==> src/hdl/sorted_edge_membership_table_defines.svh <==
// Assertion macros for the sorted edge membership table RTL.
`ifndef SORTED_EDGE_MEMBERSHIP_TABLE_DEFINES_SVH
`define SORTED_EDGE_MEMBERSHIP_TABLE_DEFINES_SVH

// Same-cycle implication, checked outside reset.
`define SETM_ASSERT_NOW(label, clk, rstn, ante, cons, msg) \
    label: assert property (@(posedge clk) disable iff (!(rstn)) (ante) |-> (cons)) \
        else $error(msg);

// Next-cycle implication, checked outside reset.
`define SETM_ASSERT_NEXT(label, clk, rstn, ante, cons, msg) \
    label: assert property (@(posedge clk) disable iff (!(rstn)) (ante) |=> (cons)) \
        else $error(msg);

`endif

==> src/hdl/setm_pkg.sv <==
// Package of types and constants for the sorted edge membership table.
`default_nettype none
package setm_pkg;

    localparam int MAX_EDGES_DEF = 1024;
    localparam int NODE_BITS_DEF = 16;

    localparam int NODE_IN_W     = 16;
    localparam int KIND_W        = 2;
    localparam int ENTRY_COUNT_W = 11;

    localparam logic [KIND_W-1:0] KIND_CLEAR  = 2'd0;
    localparam logic [KIND_W-1:0] KIND_INSERT = 2'd1;
    localparam logic [KIND_W-1:0] KIND_QUERY  = 2'd2;

    typedef enum logic [2:0] {
        ST_IDLE,
        ST_SEARCH_RD,
        ST_SEARCH_CMP,
        ST_SHIFT,
        ST_SHIFT_LAST,
        ST_WRITE,
        ST_DONE
    } state_t;

    typedef struct packed {
        logic                     found;
        logic                     status;
        logic [ENTRY_COUNT_W-1:0] entry_count;
    } res_t;

endpackage
`default_nettype wire

==> src/hdl/setm_key.sv <==
// Masks both node numbers and packs them as a search key, smaller node first.
`default_nettype none
module setm_key #(
    parameter int NODE_BITS = setm_pkg::NODE_BITS_DEF
) (
    input  wire logic [setm_pkg::NODE_IN_W-1:0] node_a,
    input  wire logic [setm_pkg::NODE_IN_W-1:0] node_b,
    output logic      [2*NODE_BITS-1:0]         key
);

    logic [NODE_BITS+setm_pkg::NODE_IN_W-1:0] a_ext;
    logic [NODE_BITS+setm_pkg::NODE_IN_W-1:0] b_ext;
    logic [NODE_BITS-1:0]                     a_m;
    logic [NODE_BITS-1:0]                     b_m;

    // Zero-extend first so that the select works for node widths both below
    // and above the port width.
    assign a_ext = {{NODE_BITS{1'b0}}, node_a};
    assign b_ext = {{NODE_BITS{1'b0}}, node_b};
    assign a_m   = a_ext[NODE_BITS-1:0];
    assign b_m   = b_ext[NODE_BITS-1:0];

    assign key = (a_m < b_m) ? {a_m, b_m} : {b_m, a_m};

endmodule
`default_nettype wire

==> config.mk <==
export PLATFORM = sky130hd
export DESIGN_NAME = setm_key
export DESIGN_NICKNAME = d
export VERILOG_FILES = /design/src/hdl/sorted_edge_membership_table_defines.svh /design/src/hdl/setm_pkg.sv /design/src/hdl/setm_key.sv
export SDC_FILE = /design/constraint.sdc
export NUM_CORES = 1
export LEC_CHECK = 0
export ABC_AREA = 1
export BUFFER_PORTS_ARGS = -buffer_cell sky130_fd_sc_hd__buf_2
export CELL_PAD_IN_SITES_DETAIL_PLACEMENT = 1
export CELL_PAD_IN_SITES_GLOBAL_PLACEMENT = 1
export CORE_MARGIN = 2
export CORE_UTILIZATION = 28
export DETAILED_ROUTE_END_ITERATION = 8
export GPL_TIMING_DRIVEN = 0
export PLACE_DENSITY_LB_ADDON = 0.1
export SKIP_LAST_GASP = 1
export SYNTH_ARGS = -nofsm -noshare
export SYNTH_HDL_FRONTEND = slang
export SYNTH_SLANG_ARGS = --single-unit
==> constraint.sdc <==
create_clock -name vclk -period 2.8
set_clock_uncertainty 0.05 [all_clocks]
set_input_delay 0.14 -clock vclk [all_inputs]
set_output_delay 0.14 -clock vclk [all_outputs]
set_load 0.02 [all_outputs]
### After elaboration in Yosys (flattened, before gate mapping)

Cells that the tools add are included.

* flip-flop bits (word level): 0
* output and inout port bits: 32
* word-level logic and storage cells: 2
* input port bits: 32

* $lt $le $gt $ge: 1
* muxes and demuxes: 1

Operator list (count)
* 32-bit two-way mux: 1
* 16-bit less-than comparator: 1

### Logic depth before layout (Yosys ltp)

* depth in word-level cells: 2
* gate-level depth with buffers: 13

### Worst setup path before layout

No wires, ideal clock.

* path kind: input-to-output
* from: input node_b[15] (netlist name)
* to: output key[10]
* path buffers: 1
* slack: 1.273 ns
* stages: 10
* data required time: 2.610 ns
* arrival: 1.337 ns
* cell sequence: inv_1 > ha_1 > nand2_1 > inv_1 > nand3_2 > inv_2 > a21oi_4 > buf_2 > nand3_1 > nand2_1

* word-level cells in the longest chain between the ends: 2

Ends and longest elaborated chain
* from (decl): line setm_key.sv:7 `input wire logic [setm_pkg::NODE_IN_W-1:0] node_b,`
* 16-bit less-than comparator: line setm_key.sv:23 `assign key = (a_m < b_m) ? {a_m, b_m} : {b_m, a_m};`
* 32-bit two-way mux: line setm_key.sv:23
* to (decl): line setm_key.sv:8 `output logic [2*NODE_BITS-1:0] key`

No other way between the ends.

### Worst setup path after layout

* from: input node_b[5] (netlist name)
* to: output key[30]

Same word-level chain as after synthesis.

==> flow_summary.ini <==
[timing]
finalSetupViolCount = 0
fmaxAchievable_ghz = 0.520
setup-tns-final_ns = 0
period_share = 0.687
holdWs_ns = 0.568
setup_ws_ns = 0.875
worstMarginPinSlew_ns = 0.236
slew-limit-headroom = 0.842
fin_crit_ns = 1.92
hold_violations = 0
rsz0062_at_grt = false
maxSlewViolCount = 0

[worst_setup_path]
crit_family = simple AND/OR/NAND/NOR gates
cp_max_fo = 10
crit_buf_inv = 4
crit_start = node_b[5]
crit_top_cell = buf_2
cp_cell_sequence = buf_2, inv_1, ha_1, a21oi_1, nor2_1, nor3_1, nand2_1, nand2_4, buf_2, nand3_1, nand2_1, buf_2
crit_type = input port to output port
cp-start-kind = input port
required_ns = 2.61
slowest_stage = ha_1
cp.arrival_ns = 1.73
end_kind = output port
cpPeakStageDelay_ns = 0.28

[global_route]
grt_first_pass_wirelength_mm = 5.13
grt_usage = 0.177
grt_max_degree = 11
grt_overflow_total = 0
first_global_vias = 1169
antenna_found_initial = 0

[route]
drt_wl_total_mm = 3.22
num_vias = 1314
ant_nets = 0
drc_errors = 0
vias_per_cell = 4.71
wl_per_cell_um = 11.5
drtPass1Iterations = 4
initialDrtViolationCount = 25

[layout]
final_area_sq_um = 1270
syn_to_final_growth_pct = 42.0
nNetsFinal = 284
ff_latch_area_sq_um = 0
drive_above_1_share = 0.336
clkbuf_count = 0
seq_cell_count = 0
final_core_util = 0.416
antenna_cells = 0
instances_no_fill = 279

[yosys]
syn_nets = 218
synth_common_cells = nand2_1, nand3_1, inv_1
mappedNetlistArea_sq_um = 895
syn_area_per_cell_sq_um = 5.23
ys_top_cells_by_area = nand2_1, ha_1, nand3_1
seq_area_frac_synth = 0
yosysMostFrequentCell = nand2_1
yosysUniqueCellTypes = 15
synth_warnings = 0
netlist.area_leader.share = 0.327
yosysTopAreaCell = nand2_1
synth_cells = 171

[clock_tree]
ctsHoldBuffers = 0
ctsResizeCount = 0
cts_setup_buffers = 0

[floorplan]
num_rows = 20
io_pins = 64
start_util = 0.293
die_h_um = 60.5
die-width_um = 60.5
core_region_area_sq_um = 3050
dieArea_sq_um = 3660

[worst_hold_path]
hold_class = input port to output port
hold_start = node_b[6]

[placed_design]
numPortBuffers = 64
gp_congestion = 0.760
dp.cells = 279
hpwl_mm = 2.71
place_area_sq_um = 1270
dp_slack_ns = 0.858

[run_status]
status = complete, no violations

[run]
cap_viol_max_count = 0

[pwr]
peakVddDrop_uv = 106
power_density_nw_per_um2 = 285
power.leakage_nw = 0.876
design_power_total_mw = 0.362
## layer usage
metal	routed length (um)	GRT usage	vias up
li1	-	-	671
met1	1340	0.217	618
met2	1790	0.366	25
met3	85	0	0
met4	0	0	0
met5	0	0	-
## worst min-delay path, stage by stage
cell     delay (ns)
buf_2          0.10
nand2_1        0.05
nand2_1        0.04
buf_2          0.15
## layout make-up
type / instances / area (sq um)
timing repair buffer: 64 / 320
inverter: 21 / 78.8
multi-input combinational: 141 / 752
buffer: 9 / 63.8
tap: 44 / 55.1
fill: 465 / 1780
## cell usage in the layout, fill, tap and decap left out, drive strengths merged
| cell | count |
|---|---|
| a21oi | 7 |
| buf | 73 |
| ha | 15 |
| inv | 21 |
| nand2 | 80 |
| nand3 | 33 |
| nor2 | 2 |
| nor3 | 2 |
| o21ai | 2 |
## power by group
group,switching (mW),internal [mW]
Sequential,0,0
Clock,0,0
Combinational,0.231,0.131
Total,0.231,0.131
## path summary, 6_finish.rpt
check                 cells after the start       to  slack (ns)
worst max-delay path                     12  key[30]        0.88
worst min-delay path                      4  key[22]        0.57
## kinds of logic after synthesis
| group | Yosys count | share of synthesized area |
|---|---|---|
| fa+ha+maj | 15 | 0.210 |
| compound gates | 9 | 0.0629 |
| simple gates | 117 | 0.568 |
| buf+inv | 30 | 0.159 |
Note: power is estimated with default switching activity, not from simulation.
