File: config.mk
export PLATFORM = sky130hd
export DESIGN_NAME = setm_engine
export DESIGN_NICKNAME = d
export VERILOG_FILES = /design/src/hdl/setm_pkg.sv /design/src/hdl/setm_engine.sv
export VERILOG_INCLUDE_DIRS = /design/src /design/src/hdl
export SDC_FILE = /design/constraint.sdc
export NUM_CORES = 1
export LEC_CHECK = 0
export BUFFER_PORTS_ARGS = -buffer_cell sky130_fd_sc_hd__buf_4
export CAP_MARGIN = 15
export CELL_PAD_IN_SITES_DETAIL_PLACEMENT = 1
export CELL_PAD_IN_SITES_GLOBAL_PLACEMENT = 1
export CORE_MARGIN = 5
export CORE_UTILIZATION = 38
export DETAILED_ROUTE_END_ITERATION = 6
export GPL_ROUTABILITY_DRIVEN = 0
export GPL_TIMING_DRIVEN = 0
export PLACE_DENSITY = 0.78
export REMOVE_ABC_BUFFERS = 1
export SYNTH_ARGS = -nofsm -noshare
export SYNTH_HDL_FRONTEND = slang
export SYNTH_SLANG_ARGS = --single-unit
File: constraint.sdc
create_clock -name aclk -period 4.1 [get_ports aclk]
set_input_delay 0.615 -clock aclk [delete_from_list [all_inputs] [get_ports aclk]]
set_output_delay 0.615 -clock aclk [all_outputs]
set_load 0.03 [all_outputs]
File: src/hdl/sorted_edge_membership_table_defines.svh
// Assertion macros for the sorted edge membership table RTL.
`ifndef SORTED_EDGE_MEMBERSHIP_TABLE_DEFINES_SVH
`define SORTED_EDGE_MEMBERSHIP_TABLE_DEFINES_SVH

// Same-cycle implication, checked outside reset.
`define SETM_ASSERT_NOW(label, clk, rstn, ante, cons, msg) \
    label: assert property (@(posedge clk) disable iff (!(rstn)) (ante) |-> (cons)) \
        else $error(msg);

// Next-cycle implication, checked outside reset.
`define SETM_ASSERT_NEXT(label, clk, rstn, ante, cons, msg) \
    label: assert property (@(posedge clk) disable iff (!(rstn)) (ante) |=> (cons)) \
        else $error(msg);

`endif

File: src/hdl/setm_pkg.sv
// Package of types and constants for the sorted edge membership table.
`default_nettype none
package setm_pkg;

    localparam int MAX_EDGES_DEF = 1024;
    localparam int NODE_BITS_DEF = 16;

    localparam int NODE_IN_W     = 16;
    localparam int KIND_W        = 2;
    localparam int ENTRY_COUNT_W = 11;

    localparam logic [KIND_W-1:0] KIND_CLEAR  = 2'd0;
    localparam logic [KIND_W-1:0] KIND_INSERT = 2'd1;
    localparam logic [KIND_W-1:0] KIND_QUERY  = 2'd2;

    typedef enum logic [2:0] {
        ST_IDLE,
        ST_SEARCH_RD,
        ST_SEARCH_CMP,
        ST_SHIFT,
        ST_SHIFT_LAST,
        ST_WRITE,
        ST_DONE
    } state_t;

    typedef struct packed {
        logic                     found;
        logic                     status;
        logic [ENTRY_COUNT_W-1:0] entry_count;
    } res_t;

endpackage
`default_nettype wire

File: src/hdl/setm_engine.sv
// Search and insertion sequencer working on the sorted edge memory.
`default_nettype none
`include "sorted_edge_membership_table_defines.svh"
module setm_engine #(
    parameter int MAX_EDGES = setm_pkg::MAX_EDGES_DEF,
    parameter int NODE_BITS = setm_pkg::NODE_BITS_DEF
) (
    input  wire logic                              aclk,
    input  wire logic                              aresetn,
    input  wire logic                              s_valid,
    output logic                                   s_ready,
    input  wire logic [setm_pkg::KIND_W-1:0]       kind,
    input  wire logic [2*NODE_BITS-1:0]            key,
    output logic                                   done,
    input  wire logic                              out_free,
    output setm_pkg::res_t                         res,
    output logic                                   ram_wr_en,
    output logic      [$clog2(MAX_EDGES)-1:0]      ram_wr_addr,
    output logic      [2*NODE_BITS-1:0]            ram_wr_data,
    output logic                                   ram_rd_en,
    output logic      [$clog2(MAX_EDGES)-1:0]      ram_rd_addr,
    input  wire logic [2*NODE_BITS-1:0]            ram_rd_data
);

    localparam int AW    = $clog2(MAX_EDGES);
    localparam int CNT_W = $clog2(MAX_EDGES + 1);
    localparam int KEY_W = 2 * NODE_BITS;
    localparam int EC_W  = setm_pkg::ENTRY_COUNT_W;

    setm_pkg::state_t state_reg, state_next;

    logic [CNT_W-1:0]           cnt_reg;
    logic                       pend_reg;
    logic [KEY_W-1:0]           key_reg;
    logic [setm_pkg::KIND_W-1:0] kind_reg;
    logic [CNT_W-1:0]           lo_reg;
    logic [CNT_W-1:0]           hi_reg;
    logic [AW-1:0]              mid_reg;
    logic                       eq_reg;
    logic [AW-1:0]              sh_reg;
    logic [AW-1:0]              pend_addr_reg;
    logic                       found_reg;
    logic                       status_reg;

    logic [CNT_W-1:0]      mid;
    logic                  accept;
    logic                  full;
    logic                  searching;
    logic                  shift_last;
    logic [CNT_W+EC_W-1:0] cnt_ext;

    assign mid        = lo_reg + ((hi_reg - lo_reg) >> 1);
    assign accept     = (state_reg == setm_pkg::ST_IDLE) && s_valid;
    assign full       = (cnt_reg == CNT_W'(MAX_EDGES));
    assign searching  = (lo_reg < hi_reg);
    assign shift_last = (CNT_W'(sh_reg) == lo_reg);
    assign cnt_ext    = {{EC_W{1'b0}}, cnt_reg};

    // Next state.
    always_comb begin
        state_next = state_reg;
        unique case (state_reg)
            setm_pkg::ST_IDLE: begin
                if (s_valid) begin
                    unique case (kind)
                        setm_pkg::KIND_INSERT:
                            state_next = full ? setm_pkg::ST_DONE : setm_pkg::ST_SEARCH_RD;
                        setm_pkg::KIND_QUERY: state_next = setm_pkg::ST_SEARCH_RD;
                        default:              state_next = setm_pkg::ST_DONE;
                    endcase
                end
            end
            setm_pkg::ST_SEARCH_RD: begin
                priority if (searching) begin
                    state_next = setm_pkg::ST_SEARCH_CMP;
                end else if (kind_reg == setm_pkg::KIND_QUERY) begin
                    state_next = setm_pkg::ST_DONE;
                end else if (lo_reg < cnt_reg) begin
                    state_next = setm_pkg::ST_SHIFT;
                end else begin
                    state_next = setm_pkg::ST_WRITE;
                end
            end
            setm_pkg::ST_SEARCH_CMP: state_next = setm_pkg::ST_SEARCH_RD;
            setm_pkg::ST_SHIFT: begin
                if (shift_last) begin
                    state_next = setm_pkg::ST_SHIFT_LAST;
                end
            end
            setm_pkg::ST_SHIFT_LAST: state_next = setm_pkg::ST_WRITE;
            setm_pkg::ST_WRITE:      state_next = setm_pkg::ST_DONE;
            setm_pkg::ST_DONE: begin
                if (out_free) begin
                    state_next = setm_pkg::ST_IDLE;
                end
            end
            default: state_next = setm_pkg::ST_IDLE;
        endcase
    end

    // Outputs and memory controls.
    always_comb begin
        s_ready     = 1'b0;
        done        = 1'b0;
        ram_rd_en   = 1'b0;
        ram_rd_addr = mid[AW-1:0];
        ram_wr_en   = 1'b0;
        ram_wr_addr = pend_addr_reg + AW'(1);
        ram_wr_data = ram_rd_data;
        unique case (state_reg)
            setm_pkg::ST_IDLE:      s_ready = 1'b1;
            setm_pkg::ST_SEARCH_RD: ram_rd_en = searching;
            setm_pkg::ST_SEARCH_CMP: ;
            setm_pkg::ST_SHIFT: begin
                // Reads walk downwards while each entry is written one place up,
                // so the write always lands two above the address being read.
                ram_rd_en   = 1'b1;
                ram_rd_addr = sh_reg;
                ram_wr_en   = pend_reg;
            end
            setm_pkg::ST_SHIFT_LAST: ram_wr_en = 1'b1;
            setm_pkg::ST_WRITE: begin
                ram_wr_en   = 1'b1;
                ram_wr_addr = lo_reg[AW-1:0];
                ram_wr_data = key_reg;
            end
            setm_pkg::ST_DONE: done = 1'b1;
            default: ;
        endcase
    end

    always_ff @(posedge aclk) begin
        if (!aresetn) begin
            state_reg <= setm_pkg::ST_IDLE;
            cnt_reg   <= '0;
            pend_reg  <= 1'b0;
        end else begin
            state_reg <= state_next;
            if (accept && (kind == setm_pkg::KIND_CLEAR)) begin
                cnt_reg <= '0;
            end else if (state_reg == setm_pkg::ST_WRITE) begin
                cnt_reg <= cnt_reg + CNT_W'(1);
            end
            if (state_reg == setm_pkg::ST_IDLE) begin
                pend_reg <= 1'b0;
            end else if (state_reg == setm_pkg::ST_SHIFT) begin
                pend_reg <= 1'b1;
            end
        end
    end

    always_ff @(posedge aclk) begin
        if (accept) begin
            key_reg    <= key;
            kind_reg   <= kind;
            lo_reg     <= '0;
            hi_reg     <= cnt_reg;
            eq_reg     <= 1'b0;
            found_reg  <= 1'b0;
            status_reg <= (kind == setm_pkg::KIND_INSERT) && full;
        end
        if (state_reg == setm_pkg::ST_SEARCH_RD) begin
            mid_reg <= mid[AW-1:0];
            sh_reg  <= AW'(cnt_reg - CNT_W'(1));
            // The last entry found not above the key sits just below lo, so its
            // equality flag decides membership.
            if (!searching && (kind_reg == setm_pkg::KIND_QUERY)) begin
                found_reg <= (lo_reg != '0) && eq_reg;
            end
        end
        if (state_reg == setm_pkg::ST_SEARCH_CMP) begin
            if (ram_rd_data <= key_reg) begin
                lo_reg <= CNT_W'(mid_reg) + CNT_W'(1);
                eq_reg <= (ram_rd_data == key_reg);
            end else begin
                hi_reg <= CNT_W'(mid_reg);
            end
        end
        if (state_reg == setm_pkg::ST_SHIFT) begin
            pend_addr_reg <= sh_reg;
            if (!shift_last) begin
                sh_reg <= sh_reg - AW'(1);
            end
        end
    end

    assign res.found       = found_reg;
    assign res.status      = status_reg;
    assign res.entry_count = cnt_ext[EC_W-1:0];

    `SETM_ASSERT_NOW(a_count_bound, aclk, aresetn, 1'b1, cnt_reg <= CNT_W'(MAX_EDGES), "entry count above table depth")
    `SETM_ASSERT_NOW(a_no_rw_clash, aclk, aresetn, ram_wr_en && ram_rd_en, ram_wr_addr != ram_rd_addr, "read and write hit the same entry")
    `SETM_ASSERT_NOW(a_search_window, aclk, aresetn, (state_reg == setm_pkg::ST_SEARCH_RD) || (state_reg == setm_pkg::ST_SEARCH_CMP), hi_reg <= cnt_reg, "search window beyond table fill")
    `SETM_ASSERT_NEXT(a_accept_leaves_idle, aclk, aresetn, accept, state_reg != setm_pkg::ST_IDLE, "item accepted but sequencer stayed idle")
    `SETM_ASSERT_NOW(a_insert_room, aclk, aresetn, state_reg == setm_pkg::ST_WRITE, cnt_reg < CNT_W'(MAX_EDGES), "insert write into a full table")

endmodule
`default_nettype wire

# Yosys cells after proc, flatten, opt, wreduce, memory -nomap -nowiden

Index checks and enable logic that the tools add are counted.

Add/subtract/negate cells: 7
$lt $le $gt $ge: 3
Eq/ne operators: 15
Mux-type cells: 31
Bitwise logic cells: 1
Reduce and logical (&&, ||, !) cells: 13

Operator list:

| cell                                                                  | number |
|---|---|
| 11-bit two-way mux                                                    | 6 |
| 10-bit two-way mux                                                    | 5 |
| 32-bit == test                                                        | 1 |
| 32-bit <= comparator                                                  | 1 |
| 32-bit two-way mux                                                    | 1 |
| 11-bit < comparator                                                   | 2 |
| 3-bit two-way mux                                                     | 7 |
| 3-bit case mux with 7 select lines                                    | 1 |
| 10-bit by 1-bit subtractor with 10-bit output (second input constant) | 2 |
| 10-bit by 1-bit adder with 11-bit output (second input constant)      | 1 |
| 11-bit by 1-bit adder with 11-bit output (second input constant)      | 1 |
| 10-bit by 11-bit == test with 1-bit output                            | 1 |
| 11-bit == test (second input constant)                                | 1 |
| 11-bit nonzero test                                                   | 1 |
| 11-bit subtractor                                                     | 1 |
| 10-bit by 1-bit adder with 10-bit output (second input constant)      | 1 |
| 10-bit adder                                                          | 1 |
| 3-bit == test (second input constant)                                 | 3 |
| 1-bit two-way mux                                                     | 8 |
| 3-bit by 2-bit == test with 1-bit output (second input constant)      | 2 |
| 2-bit inequality test (second input constant)                         | 3 |
| 3-bit case mux with 2 select lines                                    | 1 |
| 2-bit OR reduction                                                    | 3 |
| 1-bit logical AND                                                     | 5 |
| other kinds (9)                                                       | 11 |

Register bits: 104
Bits of input ports: 70
Output and inout port bits: 69
Logic and storage cells: 83

# Longest topological paths before layout

Gate-level depths: netlist of the first run.

Depth in word-level cells: 5
Depth in mapped cells: 15
Gate-level depth less buffers: 15

# Worst setup path before layout of the first run

Ideal clock, no wire load.

Path type: register to output
From: reg lo_reg[4]
To: out ram_rd_addr[9]
Data arrival time: 3.678 ns
Data required time: 3.485 ns
Setup slack: -0.193 ns
Cell stages (with the launch flop): 15
Path buffers: 0
Cells stage by stage: dfxtp_1 -> inv_1 -> ha_1 -> a21oi_1 -> nor2_1 -> a211oi_1 -> a21boi_0 -> or4b_2 -> nand3_1 -> ha_1 -> and3_1 -> a2111oi_0 -> o211ai_1 -> xor2_1 -> mux2_2

Longest elaborated chain between the ends: 3

Ends and longest elaborated chain:

| what                   | line               | text |
|---|---|---|
| start, declared        | setm_engine.sv:36  | `logic [CNT_W-1:0] lo_reg;` |
| start signal, assigned | setm_engine.sv:173 | `lo_reg <= CNT_W'(mid_reg) + CNT_W'(1);` |
| 11-bit subtractor      | setm_engine.sv:52  | `assign mid = lo_reg + ((hi_reg - lo_reg) >> 1);` |
| 10-bit adder (*)       | setm_engine.sv:52  |  |
| named net mid[9]       | setm_engine.sv:45  | `logic [CNT_W-1:0] mid;` |
| 10-bit two-way mux (*) | setm_engine.sv:110 | `unique case (state_reg)` |
| end, declared          | setm_engine.sv:21  | `output logic [$clog2(MAX_EDGES)-1:0] ram_rd_addr,` |

Mark *: on every way through the listed nets, which the timed path passes. The rest lies on a longest branch.

# Final worst setup path of the first run

Same ends and word-level chain as after synthesis.

==> metrics.md, run 1 <==
| Metric | Value |
|---|---|
| FF+latch count, synth | between 100 and 150 |
| H-tree depth | 3 |
| Skew final | 13.85 ps |
| Worst path slowest cell | or4b_4 |
| Drt pass-1 iters | 4 |
| Total GRT Usage | around a fifth |
| Die Wd | 147.3 um |
| Highest clock rate | between 200 and 250 MHz |
| Synth area leader | edfxtp_1 |
| Number of synthesized flops with an enable pin | 55 |
| Synth async-reset ratio | 0% |
| Final setup margin | -91.03 ps |
| Fin. Hold Viols | 0 |
| Share of the synthesized area in the top cell type | between 20% and 30% |
| Post-synth top flop | edfxtp_1 |
| Rows | 50 |
| Worst-path cell chain | inv_4 > ha_4 > a21oi_2 > nor2_2 > a211oi_2 > a21boi_2 > or4b_4 > nand3_4 > ha_4 > and3_4 > a2111oi_4 > o211ai_1 > xor2_1 > mux2_4 > buf_6 |
| Via density | around 5.5 |
| Final Setup Violations | 1 |
| Initial Utilization | 38.45% |
| Core area | 0.01864 mm^2 |
| Tightest Hold Check Type | input port to register |
| Max reg flops | 32 |
| Fill cell count | approximately 2200 |
| Placed wire-length estimate | 16970 um |
| Max Slew Vio Count | 0 |
| Routed Antenna Nets | 0 |
| Syn_area_per_cell | ~8.9 um^2 |
| Most common cell in the netlist | nand2_1 |
| Startpoint types | register |
| Failing checks | setup timing |
| Skew-Pair Late Insertion Delay | 360 ps |
| Critical Path Max Stage Delay | 500 ps |
| Critical Path RT | 3480 ps |
| Worst r2r path cells | 6 |
| R2R Setup Slk | 760 ps |
| DRT iter0 DRCs | 317 |
| PortBufs | 138 |
| Share of layout cells above drive strength 1 | 28.32% |
| Max_slew headroom | 24.99% |
| R2r startpoint | state_reg[2]$_SDFFE_PN0P_ |
| Fin area | 0.009304 mm^2 |
| Worst Hold Slack | 427.3 ps |
| Crit path to | ram_rd_addr[9] |
| RSZ-0062 raised after global routing | true |
| DR WL/cell | 19.78 um |
| Drt drc | 0 |
| Yosys cell types | 65 |
| Ant. Diodes | 0 |
| Status | finished, violations left |
| Place WS | -957.8 ps |
| Die Area | between 0.02 and 0.025 mm^2 |
| CP Data Arrival Time | roughly 3600 ps |
| Placed cell area | approximately 0.0084 mm^2 |
| First-pass GRT wire length | 36200 um |
| R2R Path End | cnt_reg[7]$_SDFFE_PP0P_ |
| Area delta synth->final | 29.80% |
| Most used cell, CP | ha_4 |
| Tightest Pin Transition | 1117 ps |
| Largest net degree at the start of global routing | between 40 and 50 |
| CTS Buffer Depth | 2 |
| Vias in the first global route | 6722 |
| Commonest cells in the netlist | nand2_1, o21ai_0, ha_1 |
| Buffers & Inverters on Critical Path | 2 |
| IO Count | approximately 140 |
| TritonCTS Buffers | 9 |
| Synth area leaders | edfxtp_1, dfxtp_1, ha_1 |
| CP Depth | 15 |
| Vias | approximately 6500 |
| Final worst path period need | about 4200 ps |
| Sequential area share after synthesis | 36.73% |
| Yosys warnings | 0 |
| Critical path launch point | lo_reg[4]$_DFF_P_ |
| Clk slew on worst S/H paths | around 80 ps |
| # hold bufs at CTS | 0 |
| Top Family by Delay on Critical Path | compound AO/OA/AOI/OAI gates |
| TritonCTS clock tree | yes |
| Nets@finish | 1094 |
| Initial antenna violation count | 0 |
| Die Ht | 147.3 um |
| WS Path Type | register to output pin |
| Syn Inst Count | 806 |
| Crit. End Element | output pin |
| Clk root buf | clkbuf_16 |
| Max Cap Viol | 0 |
| Critical-path maximum fanout | 4 |
| Tcrit/Tclk final | 102.2% |
| Grt total ovfl | 0 |
| Total wire length | 23560 um |
| CTS Sinks | 104 |
| Mapped cell area | 0.007168 mm^2 |
## logic make-up (layout without fill, tap and decap cells)
kind of cell,Yosys count,after routing,synth area share [%]
AOI/OAI and AO/OA,176,176,15.10
xor gates and xnor gates,61,61,7.453
adders and majority gates,72,72,12.78
buffers and inverters,103,254,5.743
DFF,104,104,36.73
muxes,26,26,3.875
and+or+nand+nor,264,264,18.33
## area by class of cell
type	instances	area, um^2	area share [%]
clock buffer	9	225.2	2.421
clock inverter	7	95.09	1.022
inverter	70	270.3	2.905
multi-input combinational	599	4458	47.92
sequential	104	2663	28.62
tap	234	292.8	3.147
timing repair buffer	168	1300	13.97
## worst reg2reg max path, stage by stage, from the launching register on
cell and delay, ps:
dfxtp_1 420, or3_1 450, inv_1 110, nand2_1 630, inv_2 1010, a21o_1 490
nor2_1 110
## stage by stage
step           cells  TNS [ps]  util (%)
6_report        1191    -91.03     49.91
3_5_place_dp    1147     -1550     45.05
5_1_grt         1191    -349.6     49.91
4_1_cts         1180    -171.8     48.73
3_3_place_gp    1145     -1325     44.78
2_1_floorplan    773    -193.2         -
## timing repair
| action | CTS | global route |
|---|---|---|
| endpoints found under the setup margin | 6 | 5 |
| gates resized for setup | 61 | 26 |
| buffers inserted | 17 | 11 |
| pin swaps | 24 | 22 |
## worst min-delay path by stage
stage,start,endpoint,slack (ps),depth (start not counted)
after detailed placement,found_reg$_DFF_P_,found_reg$_DFF_P_,460,2
final,key[20],key_reg[20]$_DFFE_PP_,430,1
after CTS,key[18],key_reg[18]$_DFFE_PP_,420,1
after global placement,found_reg$_DFF_P_,found_reg$_DFF_P_,450,2
after floorplan,eq_reg$_DFF_P_,eq_reg$_DFF_P_,430,2
after global routing,key[18],key_reg[18]$_DFFE_PP_,410,1
## routing by layer
layer,GRT usage (%),routed length [um]
met5,0,0
met4,5.965,448
met3,3.486,1133
met2,36.01,11150
met1,26.98,10830
## cells in the final DEF, fill, tap and decap left out, types with 3 or more instances in the layout
cell type	synthesis	layout
a211o_1	6	6
o211ai_1	4	4
a21oi_1	48	41
inv_2	1	4
xor2_1	36	34
ha_1	70	59
edfxtp_1	55	55
dfxtp_2	0	3
inv_1	69	64
o21ai_0	71	68
dfxtp_1	49	39
or3_1	5	5
buf_6	2	3
o21ai_2	1	3
mux2_2	14	13
o21a_1	3	3
dfxtp_4	0	7
nor2_1	33	32
nand2_1	110	108
or3_4	3	3
a21oi_2	0	5
and2_1	3	3
buf_4	2	163
xnor2_1	25	23
nand2b_1	5	5
ha_4	0	10
nor2b_1	9	8
nand4_1	21	21
nor3_1	17	17
a211oi_1	8	7
nand3_1	22	20
and3_1	11	10
a21o_1	10	10
clkbuf_16	0	9
nor4_1	12	11
mux2i_1	12	12
Power of run 1 is not shown: default switching activity piles up to over one toggle a cycle in this logic, so the estimate is an artifact.
==> inputs of run 2 (changes only) <==
--- a/config.mk
+++ b/config.mk
@@ -10,12 +10,14 @@
 export CAP_MARGIN = 15
 export CELL_PAD_IN_SITES_DETAIL_PLACEMENT = 1
 export CELL_PAD_IN_SITES_GLOBAL_PLACEMENT = 1
+export CORE_ASPECT_RATIO = 0.75
 export CORE_MARGIN = 5
-export CORE_UTILIZATION = 38
+export CORE_UTILIZATION = 39
+export CTS_BUF_LIST = sky130_fd_sc_hd__clkbuf_2 sky130_fd_sc_hd__clkbuf_4 sky130_fd_sc_hd__clkbuf_8
 export DETAILED_ROUTE_END_ITERATION = 6
 export GPL_ROUTABILITY_DRIVEN = 0
 export GPL_TIMING_DRIVEN = 0
-export PLACE_DENSITY = 0.78
+export PLACE_DENSITY = 0.8
 export REMOVE_ABC_BUFFERS = 1
 export SYNTH_ARGS = -nofsm -noshare
 export SYNTH_HDL_FRONTEND = slang
==> run 2 against run 1 <==
The flow still finishes with violations (setup timing). Routed wire length grew 6.3%. Register-to-register slack worse by 270 ps. Worst hold slack lost 47 ps. Sequential share of layout area barely moved. Global-route usage is 1.1 points higher. Count of clock-buffer cells in the layout unchanged. Maximum frequency down 7.9%. Cell count rose by 1.8%. Non-clock buffer count grew 8. Utilization is 0.92 points higher. Setup slack worse by 360 ps. Cell area about the same. Largest cell class unchanged.
==> metrics.md, run 2 (synthesis gave the netlist of run 1 again) <==
| Metric | Value |
|---|---|
| Failing checks | setup timing |
| Die Wd | 166.5 um |
| Vias in the first global route | 6865 |
| Grt total ovfl | 0 |
| H-tree depth | 3 |
| Drt drc | 0 |
| Startpoint types | register |
| Max Slew Vio Count | 0 |
| Initial Utilization | 39.19% |
| RSZ-0062 raised after global routing | true |
| Area delta synth->final | 29.71% |
| Worst r2r path cells | 14 |
| Total GRT Usage | a little over a fifth |
| Ant. Diodes | 0 |
| Buffers & Inverters on Critical Path | 1 |
| # hold bufs at CTS | 0 |
| Tightest Hold Check Type | input port to register |
| Fill cell count | 2121 |
| Final Setup Violations | 4 |
| Most used cell, CP | ha_4 |
| CP Depth | 14 |
| Tcrit/Tclk final | 111.0% |
| Core area | roughly 0.018 mm^2 |
| Clk slew on worst S/H paths | 130 ps |
| DR WL/cell | 20.65 um |
| PortBufs | 138 |
| Placed wire-length estimate | between 15000 and 20000 um |
| Commonest cells after routing, fill and taps aside | buf_4, nand2_1, o21ai_0, inv_1, ha_1 |
| Rows | between 40 and 50 |
| IO Count | 139 |
| Max Cap Viol | 0 |
| DRT iter0 DRCs | 411 |
| R2R Setup Slk | 490 ps |
| Worst path slowest cell | or4b_4 |
| Routed Antenna Nets | 0 |
| Status | finished, violations left |
| TritonCTS Buffers | 9 |
| Place WS | -902.9 ps |
| WS Path Type | register to output pin |
| TritonCTS clock tree | yes |
| Final worst path period need | 4550 ps |
| Via density | approximately 5.5 |
| Skew final | ~21 ps |
| Critical Path RT | 3480 ps |
| Hold path depth | 1 |
| First-pass GRT wire length | around 37000 um |
| Nets@finish | 1102 |
| Max_slew headroom | 26.52% |
| Tightest Pin Transition | 1100 ps |
| Total wire length | approximately 25000 um |
| Initial antenna violation count | 0 |
| Max reg flops | 32 |
| Worst-path cell chain | ha_4 > a21oi_2 > nor2_1 > a211oi_2 > a21boi_2 > or4b_4 > nand3_4 > ha_4 > and3_4 > a2111oi_4 > o211ai_1 > xor2_1 > mux2_4 > buf_6 |
| Highest clock rate | about 220 MHz |
| Die Area | 0.02122 mm^2 |
| Largest net degree at the start of global routing | 63 |
| Top Family by Delay on Critical Path | compound AO/OA/AOI/OAI gates |
| Placed cell area | 0.008408 mm^2 |
| Die Ht | 127.4 um |
| Crit. End Element | output pin |
| Drt pass-1 iters | 5 |
| Skew-Pair Late Insertion Delay | 410 ps |
| CTS Buffer Depth | 2 |
| Most common cell after layout, fill and taps aside | buf_4 |
| Share of layout cells above drive strength 1 | 29.02% |
| Critical-path maximum fanout | 5 |
| Fin. Hold Viols | 0 |
| CTS Sinks | 104 |
| Vias | 6715 |
| Clk root buf | clkbuf_8 |
| CP Data Arrival Time | 3930 ps |
| Fin area | 0.009298 mm^2 |
| Critical Path Max Stage Delay | 500 ps |
| Final setup margin | -449.6 ps |
## run 2: what timing repair did
item	in CTS	in global routing
setup buffers	27	11
pin swaps	35	19
gates resized for setup	71	25
setup endpoints to repair	6	5
## run 2: worst paths after layout
kind | endpoint | startpoint
max reg2reg | mid_reg[9]$_DFFE_PP_ | hi_reg[4]$_DFF_P_
max | ram_rd_addr[9] | hi_reg[4]$_DFF_P_
min | key_reg[4]$_DFFE_PP_ | key[4]
min reg2reg | found_reg$_DFF_P_ | found_reg$_DFF_P_
## run 2: area by class of cell
type | count | area [um^2] | share of cell area, %
clock buffers | 9 | 123.9 | 1.332
repair buffers | 176 | 1379 | 14.83
well taps | 247 | 309.0 | 3.324
inverters | 70 | 269.0 | 2.893
multi-input cells | 599 | 4484 | 48.23
flip-flops and latches | 104 | 2661 | 28.62
clock inverters | 7 | 71.32 | 0.7671
## run 2: per-layer routing
metal | global-route usage [%] | vias up | share of wire [%]
met5 | 0 | - | 0
met4 | 6.349 | 0 | 2.7
met3 | 4.702 | 53 | 5.6
met2 | 37.30 | 235 | 48
met1 | 28.52 | 3259 | 44
li1 | - | 3168 | -
## run 2: per-stage QoR
stage / hold slack, ps / setup TNS (ps) / util (%) / cells
6_report: 380.5 / -1013 / 50.83 / 1212
5_1_grt: 361.1 / -1477 / 50.83 / 1212
4_1_cts: 361.8 / -179.3 / 49.69 / 1203
3_5_place_dp: 468.2 / -1483 / 45.96 / 1160
3_3_place_gp: 453.5 / -1570 / 45.73 / 1158
2_1_floorplan: 429.5 / -193.2 / - / 773
Power of run 2 is left out for the same reason.
